[src/design/int8_mlp_two_two_one_lut_defines.svh]
// Assertion macros used by the int8 MLP top level.
`ifndef INT8_MLP_TWO_TWO_ONE_LUT_DEFINES_SVH
`define INT8_MLP_TWO_TWO_ONE_LUT_DEFINES_SVH

`ifndef ASSERT_OFF
`define I8MLP_ASSERT_IMPL(lbl, clk, rst_n, ante, cons, msg) \
  lbl: assert property (@(posedge clk) disable iff (!rst_n) (ante) |-> (cons)) \
    else $error(msg);
`define I8MLP_ASSERT_NEXT(lbl, clk, rst_n, ante, cons, msg) \
  lbl: assert property (@(posedge clk) disable iff (!rst_n) (ante) |=> (cons)) \
    else $error(msg);
`else
`define I8MLP_ASSERT_IMPL(lbl, clk, rst_n, ante, cons, msg)
`define I8MLP_ASSERT_NEXT(lbl, clk, rst_n, ante, cons, msg)
`endif

`endif

[src/design/i8mlp_pkg.sv]
// Types, constants and activation tables for the int8 MLP.
package i8mlp_pkg;

  localparam int unsigned CfgIdxW   = 3;
  localparam int unsigned CfgDataW  = 32;
  localparam int unsigned ByteW     = 8;
  localparam int unsigned ProdW     = 2 * ByteW;
  localparam int unsigned FracShift = 4;
  localparam int unsigned FloorW    = ProdW - FracShift;
  localparam int unsigned SumW      = FloorW + 1;
  localparam int unsigned PredW     = 5;
  localparam int unsigned NumHidden = 2;

  localparam logic signed [ByteW-1:0] SatHigh = 8'sd127;
  localparam logic signed [ByteW-1:0] SatLow  = -8'sd128;

  typedef enum logic [CfgIdxW-1:0] {
    CFG_HIDDEN_WEIGHTS = 3'd0,
    CFG_HIDDEN_BIAS_A  = 3'd1,
    CFG_HIDDEN_BIAS_B  = 3'd2,
    CFG_OUT_WEIGHT_A   = 3'd3,
    CFG_OUT_WEIGHT_B   = 3'd4,
    CFG_OUT_BIAS       = 3'd5
  } cfg_idx_e;

  localparam logic [CfgDataW-1:0]     RstHiddenWeights = 32'h2BD3CE31;
  localparam logic signed [ByteW-1:0] RstHiddenBiasA   = -8'sd14;
  localparam logic signed [ByteW-1:0] RstHiddenBiasB   = -8'sd11;
  localparam logic signed [ByteW-1:0] RstOutWeightA    = 8'sd54;
  localparam logic signed [ByteW-1:0] RstOutWeightB    = 8'sd58;
  localparam logic signed [ByteW-1:0] RstOutBias       = 8'sd6;

  typedef struct packed {
    logic mul_en;
    logic sum_en;
  } stage_ctrl_t;

  // ELU for negative bytes (index 128..255); non-negative bytes pass through
  localparam logic signed [ByteW-1:0] EluNegRom [128] = '{
    -8'sd16, -8'sd16, -8'sd16, -8'sd16, -8'sd16, -8'sd16, -8'sd16, -8'sd16,
    -8'sd16, -8'sd16, -8'sd16, -8'sd16, -8'sd16, -8'sd16, -8'sd16, -8'sd16,
    -8'sd16, -8'sd16, -8'sd16, -8'sd16, -8'sd16, -8'sd16, -8'sd16, -8'sd16,
    -8'sd16, -8'sd16, -8'sd16, -8'sd16, -8'sd16, -8'sd16, -8'sd16, -8'sd16,
    -8'sd16, -8'sd16, -8'sd16, -8'sd16, -8'sd16, -8'sd16, -8'sd16, -8'sd16,
    -8'sd16, -8'sd16, -8'sd16, -8'sd16, -8'sd16, -8'sd16, -8'sd16, -8'sd16,
    -8'sd16, -8'sd16, -8'sd16, -8'sd16, -8'sd16, -8'sd16, -8'sd16, -8'sd16,
    -8'sd16, -8'sd16, -8'sd16, -8'sd16, -8'sd16, -8'sd16, -8'sd16, -8'sd16,
    -8'sd16, -8'sd16, -8'sd16, -8'sd16, -8'sd16, -8'sd16, -8'sd16, -8'sd16,
    -8'sd16, -8'sd15, -8'sd15, -8'sd15, -8'sd15, -8'sd15, -8'sd15, -8'sd15,
    -8'sd15, -8'sd15, -8'sd15, -8'sd15, -8'sd15, -8'sd15, -8'sd15, -8'sd15,
    -8'sd15, -8'sd15, -8'sd15, -8'sd14, -8'sd14, -8'sd14, -8'sd14, -8'sd14,
    -8'sd14, -8'sd14, -8'sd14, -8'sd13, -8'sd13, -8'sd13, -8'sd13, -8'sd13,
    -8'sd12, -8'sd12, -8'sd12, -8'sd12, -8'sd11, -8'sd11, -8'sd11, -8'sd10,
    -8'sd10, -8'sd10, -8'sd9,  -8'sd9,  -8'sd8,  -8'sd8,  -8'sd7,  -8'sd7,
    -8'sd6,  -8'sd6,  -8'sd5,  -8'sd4,  -8'sd4,  -8'sd3,  -8'sd2,  -8'sd1
  };

  localparam logic [PredW-1:0] SigRom [256] = '{
    5'd8,  5'd8,  5'd8,  5'd9,  5'd9,  5'd9,  5'd9,  5'd10,
    5'd10, 5'd10, 5'd10, 5'd11, 5'd11, 5'd11, 5'd11, 5'd11,
    5'd12, 5'd12, 5'd12, 5'd12, 5'd12, 5'd13, 5'd13, 5'd13,
    5'd13, 5'd13, 5'd13, 5'd14, 5'd14, 5'd14, 5'd14, 5'd14,
    5'd14, 5'd14, 5'd14, 5'd14, 5'd14, 5'd15, 5'd15, 5'd15,
    5'd15, 5'd15, 5'd15, 5'd15, 5'd15, 5'd15, 5'd15, 5'd15,
    5'd15, 5'd15, 5'd15, 5'd15, 5'd15, 5'd15, 5'd15, 5'd16,
    5'd16, 5'd16, 5'd16, 5'd16, 5'd16, 5'd16, 5'd16, 5'd16,
    5'd16, 5'd16, 5'd16, 5'd16, 5'd16, 5'd16, 5'd16, 5'd16,
    5'd16, 5'd16, 5'd16, 5'd16, 5'd16, 5'd16, 5'd16, 5'd16,
    5'd16, 5'd16, 5'd16, 5'd16, 5'd16, 5'd16, 5'd16, 5'd16,
    5'd16, 5'd16, 5'd16, 5'd16, 5'd16, 5'd16, 5'd16, 5'd16,
    5'd16, 5'd16, 5'd16, 5'd16, 5'd16, 5'd16, 5'd16, 5'd16,
    5'd16, 5'd16, 5'd16, 5'd16, 5'd16, 5'd16, 5'd16, 5'd16,
    5'd16, 5'd16, 5'd16, 5'd16, 5'd16, 5'd16, 5'd16, 5'd16,
    5'd16, 5'd16, 5'd16, 5'd16, 5'd16, 5'd16, 5'd16, 5'd16,
    5'd0,  5'd0,  5'd0,  5'd0,  5'd0,  5'd0,  5'd0,  5'd0,
    5'd0,  5'd0,  5'd0,  5'd0,  5'd0,  5'd0,  5'd0,  5'd0,
    5'd0,  5'd0,  5'd0,  5'd0,  5'd0,  5'd0,  5'd0,  5'd0,
    5'd0,  5'd0,  5'd0,  5'd0,  5'd0,  5'd0,  5'd0,  5'd0,
    5'd0,  5'd0,  5'd0,  5'd0,  5'd0,  5'd0,  5'd0,  5'd0,
    5'd0,  5'd0,  5'd0,  5'd0,  5'd0,  5'd0,  5'd0,  5'd0,
    5'd0,  5'd0,  5'd0,  5'd0,  5'd0,  5'd0,  5'd0,  5'd0,
    5'd0,  5'd0,  5'd0,  5'd0,  5'd0,  5'd0,  5'd0,  5'd0,
    5'd0,  5'd0,  5'd0,  5'd0,  5'd0,  5'd0,  5'd0,  5'd0,
    5'd0,  5'd0,  5'd1,  5'd1,  5'd1,  5'd1,  5'd1,  5'd1,
    5'd1,  5'd1,  5'd1,  5'd1,  5'd1,  5'd1,  5'd1,  5'd1,
    5'd1,  5'd1,  5'd1,  5'd1,  5'd2,  5'd2,  5'd2,  5'd2,
    5'd2,  5'd2,  5'd2,  5'd2,  5'd2,  5'd2,  5'd3,  5'd3,
    5'd3,  5'd3,  5'd3,  5'd3,  5'd4,  5'd4,  5'd4,  5'd4,
    5'd4,  5'd5,  5'd5,  5'd5,  5'd5,  5'd5,  5'd6,  5'd6,
    5'd6,  5'd6,  5'd7,  5'd7,  5'd7,  5'd7,  5'd8,  5'd8
  };

  function automatic logic signed [ByteW-1:0] elu_f(input logic [ByteW-1:0] idx);
    logic signed [ByteW-1:0] res;
    if (idx[ByteW-1]) begin
      res = EluNegRom[idx[ByteW-2:0]];
    end else begin
      res = $signed(idx);
    end
    return res;
  endfunction

  function automatic logic [PredW-1:0] sigmoid_f(input logic [ByteW-1:0] idx);
    return SigRom[idx];
  endfunction

endpackage

[src/design/i8mlp_neuron.sv]
// Two-input neuron: registered products, then floor, bias add and saturation.
module i8mlp_neuron (
  input  logic                                 clk_i,
  input  i8mlp_pkg::stage_ctrl_t               ctrl_i,
  input  logic signed [i8mlp_pkg::ByteW-1:0]   x_a_i,
  input  logic signed [i8mlp_pkg::ByteW-1:0]   x_b_i,
  input  logic signed [i8mlp_pkg::ByteW-1:0]   w_a_i,
  input  logic signed [i8mlp_pkg::ByteW-1:0]   w_b_i,
  input  logic signed [i8mlp_pkg::ByteW-1:0]   bias_i,
  output logic        [i8mlp_pkg::ByteW-1:0]   sat_o
);

  logic signed [i8mlp_pkg::ProdW-1:0]  prod_a_d, prod_b_d;
  logic signed [i8mlp_pkg::ProdW-1:0]  prod_a_q, prod_b_q;
  logic signed [i8mlp_pkg::FloorW-1:0] floor_a, floor_b;
  logic signed [i8mlp_pkg::SumW-1:0]   sum;
  logic        [i8mlp_pkg::ByteW-1:0]  sat_d, sat_q;

  assign prod_a_d = x_a_i * w_a_i;
  assign prod_b_d = x_b_i * w_b_i;

  always_ff @(posedge clk_i) begin
    if (ctrl_i.mul_en) begin
      prod_a_q <= prod_a_d;
      prod_b_q <= prod_b_d;
    end
  end

  // dropping the fraction bits floors toward minus infinity
  assign floor_a = prod_a_q[i8mlp_pkg::ProdW-1:i8mlp_pkg::FracShift];
  assign floor_b = prod_b_q[i8mlp_pkg::ProdW-1:i8mlp_pkg::FracShift];
  assign sum     = i8mlp_pkg::SumW'(floor_a) + i8mlp_pkg::SumW'(floor_b)
                 + i8mlp_pkg::SumW'(bias_i);

  always_comb begin
    if (sum > i8mlp_pkg::SumW'(i8mlp_pkg::SatHigh)) begin
      sat_d = i8mlp_pkg::SatHigh;
    end else if (sum < i8mlp_pkg::SumW'(i8mlp_pkg::SatLow)) begin
      sat_d = i8mlp_pkg::SatLow;
    end else begin
      sat_d = sum[i8mlp_pkg::ByteW-1:0];
    end
  end

  always_ff @(posedge clk_i) begin
    if (ctrl_i.sum_en) begin
      sat_q <= sat_d;
    end
  end

  assign sat_o = sat_q;

endmodule

[src/design/int8_mlp_two_two_one_lut.sv]
// Top level of the 2-2-1 int8 perceptron with table activations.
// Four-stage pipeline taking one request per cycle while not stalled: hidden
// products, hidden sums, output products, output sum, each held in its own
// registers. The two hidden neurons run as parallel lanes, the output neuron
// merges them. A stalled result holds in the last stage while earlier stages
// keep filling, so input stall only rises once every stage holds a request.
// Register writes are taken every cycle (cfg_ready_o stays high); indexes 6
// and 7 are ignored. Write registers only while no request is in flight.
`include "int8_mlp_two_two_one_lut_defines.svh"

module int8_mlp_two_two_one_lut (
  input  logic                                  clk_i,
  input  logic                                  rst_ni,
  input  logic                                  in_valid_i,
  output logic                                  in_stall_o,
  input  logic signed [i8mlp_pkg::ByteW-1:0]    feature_a_i,
  input  logic signed [i8mlp_pkg::ByteW-1:0]    feature_b_i,
  output logic                                  out_valid_o,
  input  logic                                  out_stall_i,
  output logic        [i8mlp_pkg::PredW-1:0]    prediction_o,
  input  logic                                  cfg_valid_i,
  output logic                                  cfg_ready_o,
  input  logic        [i8mlp_pkg::CfgIdxW-1:0]  cfg_index_i,
  input  logic        [i8mlp_pkg::CfgDataW-1:0] cfg_data_i
);

  localparam int unsigned NumStages = 4;

  logic [i8mlp_pkg::CfgDataW-1:0]     hidden_weights_q;
  logic signed [i8mlp_pkg::ByteW-1:0] hidden_bias_q [i8mlp_pkg::NumHidden];
  logic signed [i8mlp_pkg::ByteW-1:0] out_weight_a_q, out_weight_b_q, out_bias_q;

  logic [NumStages-1:0] v_q;
  logic [NumStages-1:0] ready;

  i8mlp_pkg::stage_ctrl_t hid_ctrl, out_ctrl;

  logic [i8mlp_pkg::ByteW-1:0]        hid_sat [i8mlp_pkg::NumHidden];
  logic signed [i8mlp_pkg::ByteW-1:0] hid_act [i8mlp_pkg::NumHidden];
  logic [i8mlp_pkg::ByteW-1:0]        out_sat;

  assign cfg_ready_o = 1'b1;

  always_ff @(posedge clk_i or negedge rst_ni) begin
    if (!rst_ni) begin
      hidden_weights_q <= i8mlp_pkg::RstHiddenWeights;
      hidden_bias_q[0] <= i8mlp_pkg::RstHiddenBiasA;
      hidden_bias_q[1] <= i8mlp_pkg::RstHiddenBiasB;
      out_weight_a_q   <= i8mlp_pkg::RstOutWeightA;
      out_weight_b_q   <= i8mlp_pkg::RstOutWeightB;
      out_bias_q       <= i8mlp_pkg::RstOutBias;
    end else if (cfg_valid_i && cfg_ready_o) begin
      case (i8mlp_pkg::cfg_idx_e'(cfg_index_i))
        i8mlp_pkg::CFG_HIDDEN_WEIGHTS: hidden_weights_q <= cfg_data_i;
        i8mlp_pkg::CFG_HIDDEN_BIAS_A:  hidden_bias_q[0] <= cfg_data_i[i8mlp_pkg::ByteW-1:0];
        i8mlp_pkg::CFG_HIDDEN_BIAS_B:  hidden_bias_q[1] <= cfg_data_i[i8mlp_pkg::ByteW-1:0];
        i8mlp_pkg::CFG_OUT_WEIGHT_A:   out_weight_a_q   <= cfg_data_i[i8mlp_pkg::ByteW-1:0];
        i8mlp_pkg::CFG_OUT_WEIGHT_B:   out_weight_b_q   <= cfg_data_i[i8mlp_pkg::ByteW-1:0];
        i8mlp_pkg::CFG_OUT_BIAS:       out_bias_q       <= cfg_data_i[i8mlp_pkg::ByteW-1:0];
        default: ;
      endcase
    end
  end

  // a stage may load when it is empty or its contents move on
  always_comb begin
    ready[NumStages-1] = !v_q[NumStages-1] || !out_stall_i;
    for (int k = NumStages - 2; k >= 0; k--) begin
      ready[k] = !v_q[k] || ready[k+1];
    end
  end

  always_ff @(posedge clk_i or negedge rst_ni) begin
    if (!rst_ni) begin
      v_q <= '0;
    end else begin
      if (ready[0]) begin
        v_q[0] <= in_valid_i;
      end
      for (int k = 1; k < NumStages; k++) begin
        if (ready[k]) begin
          v_q[k] <= v_q[k-1];
        end
      end
    end
  end

  assign in_stall_o = !ready[0];

  assign hid_ctrl = '{mul_en: ready[0], sum_en: ready[1]};
  assign out_ctrl = '{mul_en: ready[2], sum_en: ready[3]};

  for (genvar n = 0; n < i8mlp_pkg::NumHidden; n++) begin : g_lane
    i8mlp_neuron u_hidden (
      .clk_i  (clk_i),
      .ctrl_i (hid_ctrl),
      .x_a_i  (feature_a_i),
      .x_b_i  (feature_b_i),
      .w_a_i  (hidden_weights_q[2*n*i8mlp_pkg::ByteW +: i8mlp_pkg::ByteW]),
      .w_b_i  (hidden_weights_q[(2*n+1)*i8mlp_pkg::ByteW +: i8mlp_pkg::ByteW]),
      .bias_i (hidden_bias_q[n]),
      .sat_o  (hid_sat[n])
    );
    assign hid_act[n] = i8mlp_pkg::elu_f(hid_sat[n]);
  end

  i8mlp_neuron u_output (
    .clk_i  (clk_i),
    .ctrl_i (out_ctrl),
    .x_a_i  (hid_act[0]),
    .x_b_i  (hid_act[1]),
    .w_a_i  (out_weight_a_q),
    .w_b_i  (out_weight_b_q),
    .bias_i (out_bias_q),
    .sat_o  (out_sat)
  );

  assign out_valid_o  = v_q[NumStages-1];
  assign prediction_o = i8mlp_pkg::sigmoid_f(out_sat);

  `I8MLP_ASSERT_IMPL(a_empty_tail_no_stall, clk_i, rst_ni, !v_q[NumStages-1], !in_stall_o, "input stalled with an empty output stage")
  `I8MLP_ASSERT_NEXT(a_request_enters, clk_i, rst_ni, in_valid_i && !in_stall_o, v_q[0], "accepted request missing from first stage")
  `I8MLP_ASSERT_NEXT(a_blocked_stage_holds, clk_i, rst_ni, v_q[2] && !ready[3], v_q[2] && $stable(out_weight_a_q), "blocked request dropped from output product stage")
  `I8MLP_ASSERT_IMPL(a_prediction_range, clk_i, rst_ni, out_valid_o, prediction_o <= 5'd16, "prediction above one")

endmodule

[config.mk]
export PLATFORM = sky130hd
export DESIGN_NAME = int8_mlp_two_two_one_lut
export DESIGN_NICKNAME = d
export VERILOG_FILES = /design/src/design/i8mlp_pkg.sv /design/src/design/i8mlp_neuron.sv /design/src/design/int8_mlp_two_two_one_lut.sv
export VERILOG_INCLUDE_DIRS = /design/src /design/src/design
export SDC_FILE = /design/constraint.sdc
export NUM_CORES = 1
export LEC_CHECK = 0
export ABC_AREA = 1
export BUFFER_PORTS_ARGS = -buffer_cell sky130_fd_sc_hd__buf_2
export CAP_MARGIN = 10
export CORE_MARGIN = 2
export CORE_UTILIZATION = 70
export DETAILED_ROUTE_END_ITERATION = 10
export HOLD_SLACK_MARGIN = 0.02
export PLACE_DENSITY_LB_ADDON = 0.1
export SYNTH_ARGS = -nofsm -noshare
export SYNTH_HDL_FRONTEND = slang
export SYNTH_HIERARCHICAL = 1
export SYNTH_SLANG_ARGS = --single-unit
[constraint.sdc]
create_clock -name clk_i -period 7.2 [get_ports clk_i]
set_input_delay 1.44 -clock clk_i [delete_from_list [all_inputs] [get_ports clk_i]]
set_output_delay 1.44 -clock clk_i [all_outputs]
set_load 0.01 [all_outputs]
# [After elaboration in Yosys (flattened, before gate mapping)]
# Memories as Yosys holds them, arrays and structs flattened.
# Cells that the tools add are included.
[totals] elab_cells=79 mem_bits_ro=3328 out_inout_bits=8 memories=3 ff_bits=196 inputBits=56
[classes] n_eq_ne=5 n_addsub=6 order_cmp=9 n_reduce_logical=17 multipliers=6 mux=11 n_bitwise=3
[memory_table] memory="(no name shown)" words=256 width=5 rd=1 rd_clocked_by_memory_dff=0 wr=0 line="i8mlp_pkg.sv:104" text="return SigRom[idx];"
[memory_table] memory="(no name shown)" words=128 width=8 rd=1 rd_clocked_by_memory_dff=0 wr=0 line="i8mlp_pkg.sv:96" text="res = EluNegRom[idx[ByteW-2:0]];"
[memory_table] memory="(no name shown)" words=128 width=8 rd=1 rd_clocked_by_memory_dff=0 wr=0 line="i8mlp_pkg.sv:96"
[ops] cell="multiplier 8 x 8 -> 16 bit" count=6
[ops] cell="two-way mux 8 bit" count=9
[ops] cell="adder 12 x 12 -> 13 bit" count=3
[ops] cell="adder 13 x 8 -> 13 bit" count=3
[ops] cell="> comparator 13 x 8 -> 1 bit, second input constant" count=3
[ops] cell="less-than comparator 13 x 8 -> 1 bit, second input constant" count=3
[ops] cell="greater-or-equal comparator 8 bit, second input constant" count=2
[ops] cell="NOT 7 -> 8 bit" count=2
[ops] cell="AND reduction 2 bit" count=6
[ops] cell="two-way mux 5 bit" count=2
[ops] cell="greater-or-equal comparator 9 bit, second input constant" count=1
[ops] cell="NOT 8 -> 9 bit" count=1
[ops] cell="== test 3 x 2 -> 1 bit, second input constant" count=2
[ops] cell="== test 3 bit, second input constant" count=2
[ops] cell="logical NOT 1 bit" count=6
[ops] cell="logical OR 1 bit" count=4
[ops] cell="== test 3 x 1 -> 1 bit, second input constant" count=1
[ops] cell="logical NOT 3 bit" count=1

# [Logic depth before layout (Yosys ltp)]
[logic_depth] ltp_word=6 mapped_depth=28 mapped_depth_nobuf=28

# [Hierarchy]
# Netlist, hierarchy kept.
[by_module_without_submodules] mod="i8mlp_neuron (g_lane[0].u_hidden)" n_inst=1 area_each_um2=7096.8 seq_area_each_um2=960.9 cells_each=878
[by_module_without_submodules] mod="i8mlp_neuron (g_lane[1].u_hidden)" n_inst=1 area_each_um2=7089.3 seq_area_each_um2=960.9 cells_each=872
[by_module_without_submodules] mod="i8mlp_neuron (u_output)" n_inst=1 area_each_um2=7045.5 seq_area_each_um2=960.9 cells_each=865
[by_module_without_submodules] mod="int8_mlp_two_two_one_lut" n_inst=1 area_each_um2=3683.5 seq_area_each_um2=1949.4 cells_each=404

# [Least setup slack after synthesis]
# Ideal clock, no wire load.
[synth_timing] path_kind="input-to-reg" from="input port feature_b_i[4] (netlist name)" to="register g_lane[0].u_hidden/prod_b_q[13] (netlist name), data pin" setup_ps=256 slack_ps=1877 arrival_time_ps=5067 stages=16 path_cell_list="clkbuf_1 > nand2_1 > fa_1 > inv_1 > fa_1 > fa_1 > inv_1 > fa_1 > inv_1 > ha_1 > a21oi_1 > a21boi_1 > o21ai_0 > and2_1 > o21bai_1 > nand2_1"
[synth_via] elab_chain_cells=1
[synth_lines] item="from (decl)" line="int8_mlp_two_two_one_lut.sv:17" text="input logic signed [i8mlp_pkg::ByteW-1:0] feature_b_i,"
[synth_lines] item="multiplier 8 x 8 -> 16 bit" line="i8mlp_neuron.sv:20" text="assign prod_b_d = x_b_i * w_b_i;"
[synth_lines] item="named net g_lane[0].u_hidden.prod_b_d, one bit" line="i8mlp_neuron.sv:13" text="logic signed [i8mlp_pkg::ProdW-1:0] prod_a_d, prod_b_d;"
[synth_lines] item="to (signal assigned)" line="i8mlp_neuron.sv:25" text="prod_b_q <= prod_b_d;"
[synth_lines] item="to (decl)" line="i8mlp_neuron.sv:14" text="logic signed [i8mlp_pkg::ProdW-1:0] prod_a_q, prod_b_q;"
# The timed path passes the listed nets, and every way through them passes these cells.
# A chain may end at the register's enable or synchronous reset.

==> impl_metrics.yaml <==
outcome:
  outcome: "finished, final reports clean"
final_layout:
  drive_gt1_share_pct: 7.34
  fin_nets: 3648
  syn2layout_area_growth_pct: 4.68
  layout_commonest_cell: "inv_1"
  layout_common_cells: "inv_1, nand2_1, fa_1, ha_1, nor2_1"
  n_antenna_cell: 0
worst_setup_path:
  crit_type: "reg -> reg"
  crit_fanout: 13
  cp-start-kind: "register"
  rrSetupSlack_ps: 1840
  max_stage_delay_ps: 620
  cp.required_ps: 7390
  crit_start: "g_lane[1].u_hidden/sat_o[7]"
  cpMaxStageDelayCell: "edfxtp_1"
  path_cells: "nand2_1 > inv_1 > nand3_1 > o21ai_0 > nand2_1 > inv_1 > fa_1 > inv_1 > fa_1 > inv_1 > fa_1 > inv_1 > fa_1 > inv_1 > ha_1 > a21oi_1 > nand2_1 > a21o_1 > a21oi_1 > nor2_1 > nor2_1 > xor2_1"
  end_kind: "register"
  r2r-start: "g_lane[1].u_hidden/sat_o[7]"
  worstPathArrival_ps: 5550
  worst_path_most_repeated_cell: "inv_1"
route:
  vias: 18490
  wl_per_cell_um: 15.0
  drtIter0Drc: 1186
  drtAntennaViolNets: 0
  first_pass_iters: 5
  drt-total-wl_um: 52400
  drc_errors: 0
  vias_per_cell: 5.28
synthesis:
  yosys_warnings: 6
  syn_area_um2: 24900
  ys_ff_latch: 172
  synth-edff-count: 96
  synthArstFlopShare_pct: 44.2
  synthDistinctLibCells: 49
  synth_nets: 3642
  syn_area_per_cell_um2: 8.25
  synthCells: 3019
  synth_ff_type: "edfxtp_1"
  synth_seq_area_share_pct: 19.4
placement:
  io_buffers: 62
  dp_hpwl_um: 43200
  gp_congestion: 0.889
global_route:
  antenna_found_initial: 0
  grt_pass1_vias: 19117
  grt_max_degree: 52
  track_usage_pct: 30.2
  grt_pass1_wl_um: 88000
  grt-ovfl-total: 0
clocking:
  clk_path_buf_depth: 2
  cts_root_buf: "clkbuf_16"
  cts_setup_buffers: 0
  ctsResizeCount: 0
  cts_tree: "done"
  cts_sinks: 172
  cts-buffers-inserted: 17
  cts_hold_buffers: 0
  clock_latency_ps: 450
  htree_levels: 4
  clkTransAtPathRegs_ps: 70
floorplanning:
  die_area_um2: 37100
  num_io_pins: 64
  coreArea_um2: 35300
  die_w_um: 193
  rows: 69
  die_height_um: 193
  start_util_pct: 70.6
timing:
  rsz0062_at_grt: "no"
  fin_skew_ps: 11.6
  fin_crit_sh_pct: 74.5
  setup_viol: 0
  tightest_slew_ps: 1080
  slew_violations: 0
  max_freq_mhz: 186
  hold_viol_final: 0
  period_needed_ps: 5360
  setup_tns_ps: 0
  slew_headroom_pct: 26.9
worst_hold_path:
  worstHoldPathType: "reg -> reg"
  hp-start: "v_q[2]"
job:
  cap_violations: 0
[critical path, delay by kind of cell (launching register included)]
| family | cells | cell delay [ps] |
|---|---|---|
| AOI/OAI and AO/OA | 4 | 1040 |
| DFF | 1 | 620 |
| adders and majority gates | 5 | 2280 |
| buffers and inverters | 6 | 340 |
| and+or+nand+nor | 6 | 720 |
| xor gates and xnor gates | 1 | 90 |
[synth_stat cells (11+ instances only)]
cell type / count / area, um2
xnor2_1: 58 / 508
nand3_1: 85 / 425
ha_1: 204 / 2550
fa_1: 363 / 7270
xor2_1: 49 / 429
edfxtp_1: 96 / 2880
a21o_1: 13 / 97.6
mux2_4: 24 / 360
dfstp_2: 38 / 998
nor2_1: 123 / 462
o21ai_0: 89 / 445
or2_2: 13 / 81.3
inv_1: 871 / 3270
a21oi_1: 69 / 345
nor3_1: 11 / 55.1
nand4_1: 14 / 87.6
dfrtp_1: 38 / 951
nand2_2: 19 / 119
nand2_1: 686 / 2570
clkbuf_1: 68 / 255
[state kept, by name (all words and copies together), names as in the netlist, 12 cells and up]
| signal | count |
|---|---|
| u_output/prod_b_q | 12 |
| g_lane.u_hidden/sat_o | 16 |
| u_output/prod_a_q | 12 |
| hidden_weights_q | 32 |
| hidden_bias_q | 16 |
| g_lane.u_hidden/prod_a_q | 24 |
| g_lane.u_hidden/prod_b_q | 24 |
[path summary, 6_finish.rpt]
path	endpoint	depth (start not counted)
setup / recovery	u_output/prod_b_q[12]	22
hold / removal	v_q[3]	2
setup reg to reg	u_output/prod_b_q[12]	22
hold reg to reg	v_q[3]	2
max in group asynchronous	hidden_weights_q[2]	2
min in group asynchronous	hidden_weights_q[30]	1
[per-layer routing]
metal / GRT usage (%) / vias to the layer above / wire [um] / share of wire (%)
met5: 0 / - / 0 / 0
met4: 12.4 / 0 / 2010 / 3.8
met3: 3.87 / 128 / 2180 / 4.2
met2: 54.7 / 480 / 27200 / 52
met1: 36.4 / 9010 / 21100 / 40
li1: - / 8872 / - / -
[metrics by stage]
stage	util (%)	setup slack [ps]	std cells	area (um2)	hold slack (ps)
2_1_floorplan	-	1880	3019	24900	423
4_1_cts	73.9	1890	3499	26100	455
3_5_place_dp	72.2	1510	3467	25500	440
6_report	73.9	1840	3499	26100	455
5_1_grt	73.9	1490	3499	26100	483
3_3_place_gp	72.2	1670	3467	25500	429
[area by class of cell]
cell class              count  area, um2
clock buffers              19        464
clock inverters            13        126
fillers                  2686       9230
inverters                 877       3290
multi-input cells        1891      16400
flip-flops and latches    172       4830
well taps                 461        577
repair buffers             66        343
[cells by family (layout without fill, tap and decap cells)]
group / after synthesis / after routing / share of synthesized area (%)
buf+inv: 956 / 975 / 14.6
fa+ha+maj: 567 / 567 / 39.4
xor+xnor: 111 / 111 / 4.20
mux: 24 / 24 / 1.45
simple gates: 981 / 981 / 16.3
flops: 172 / 172 / 19.4
compound gates: 207 / 207 / 4.64
other cells: 1 / 1 / 0.0151
Power is left out: the tool's default activity adds up to more than one toggle a clock period on the data nets, which glitch-free logic cannot reach.
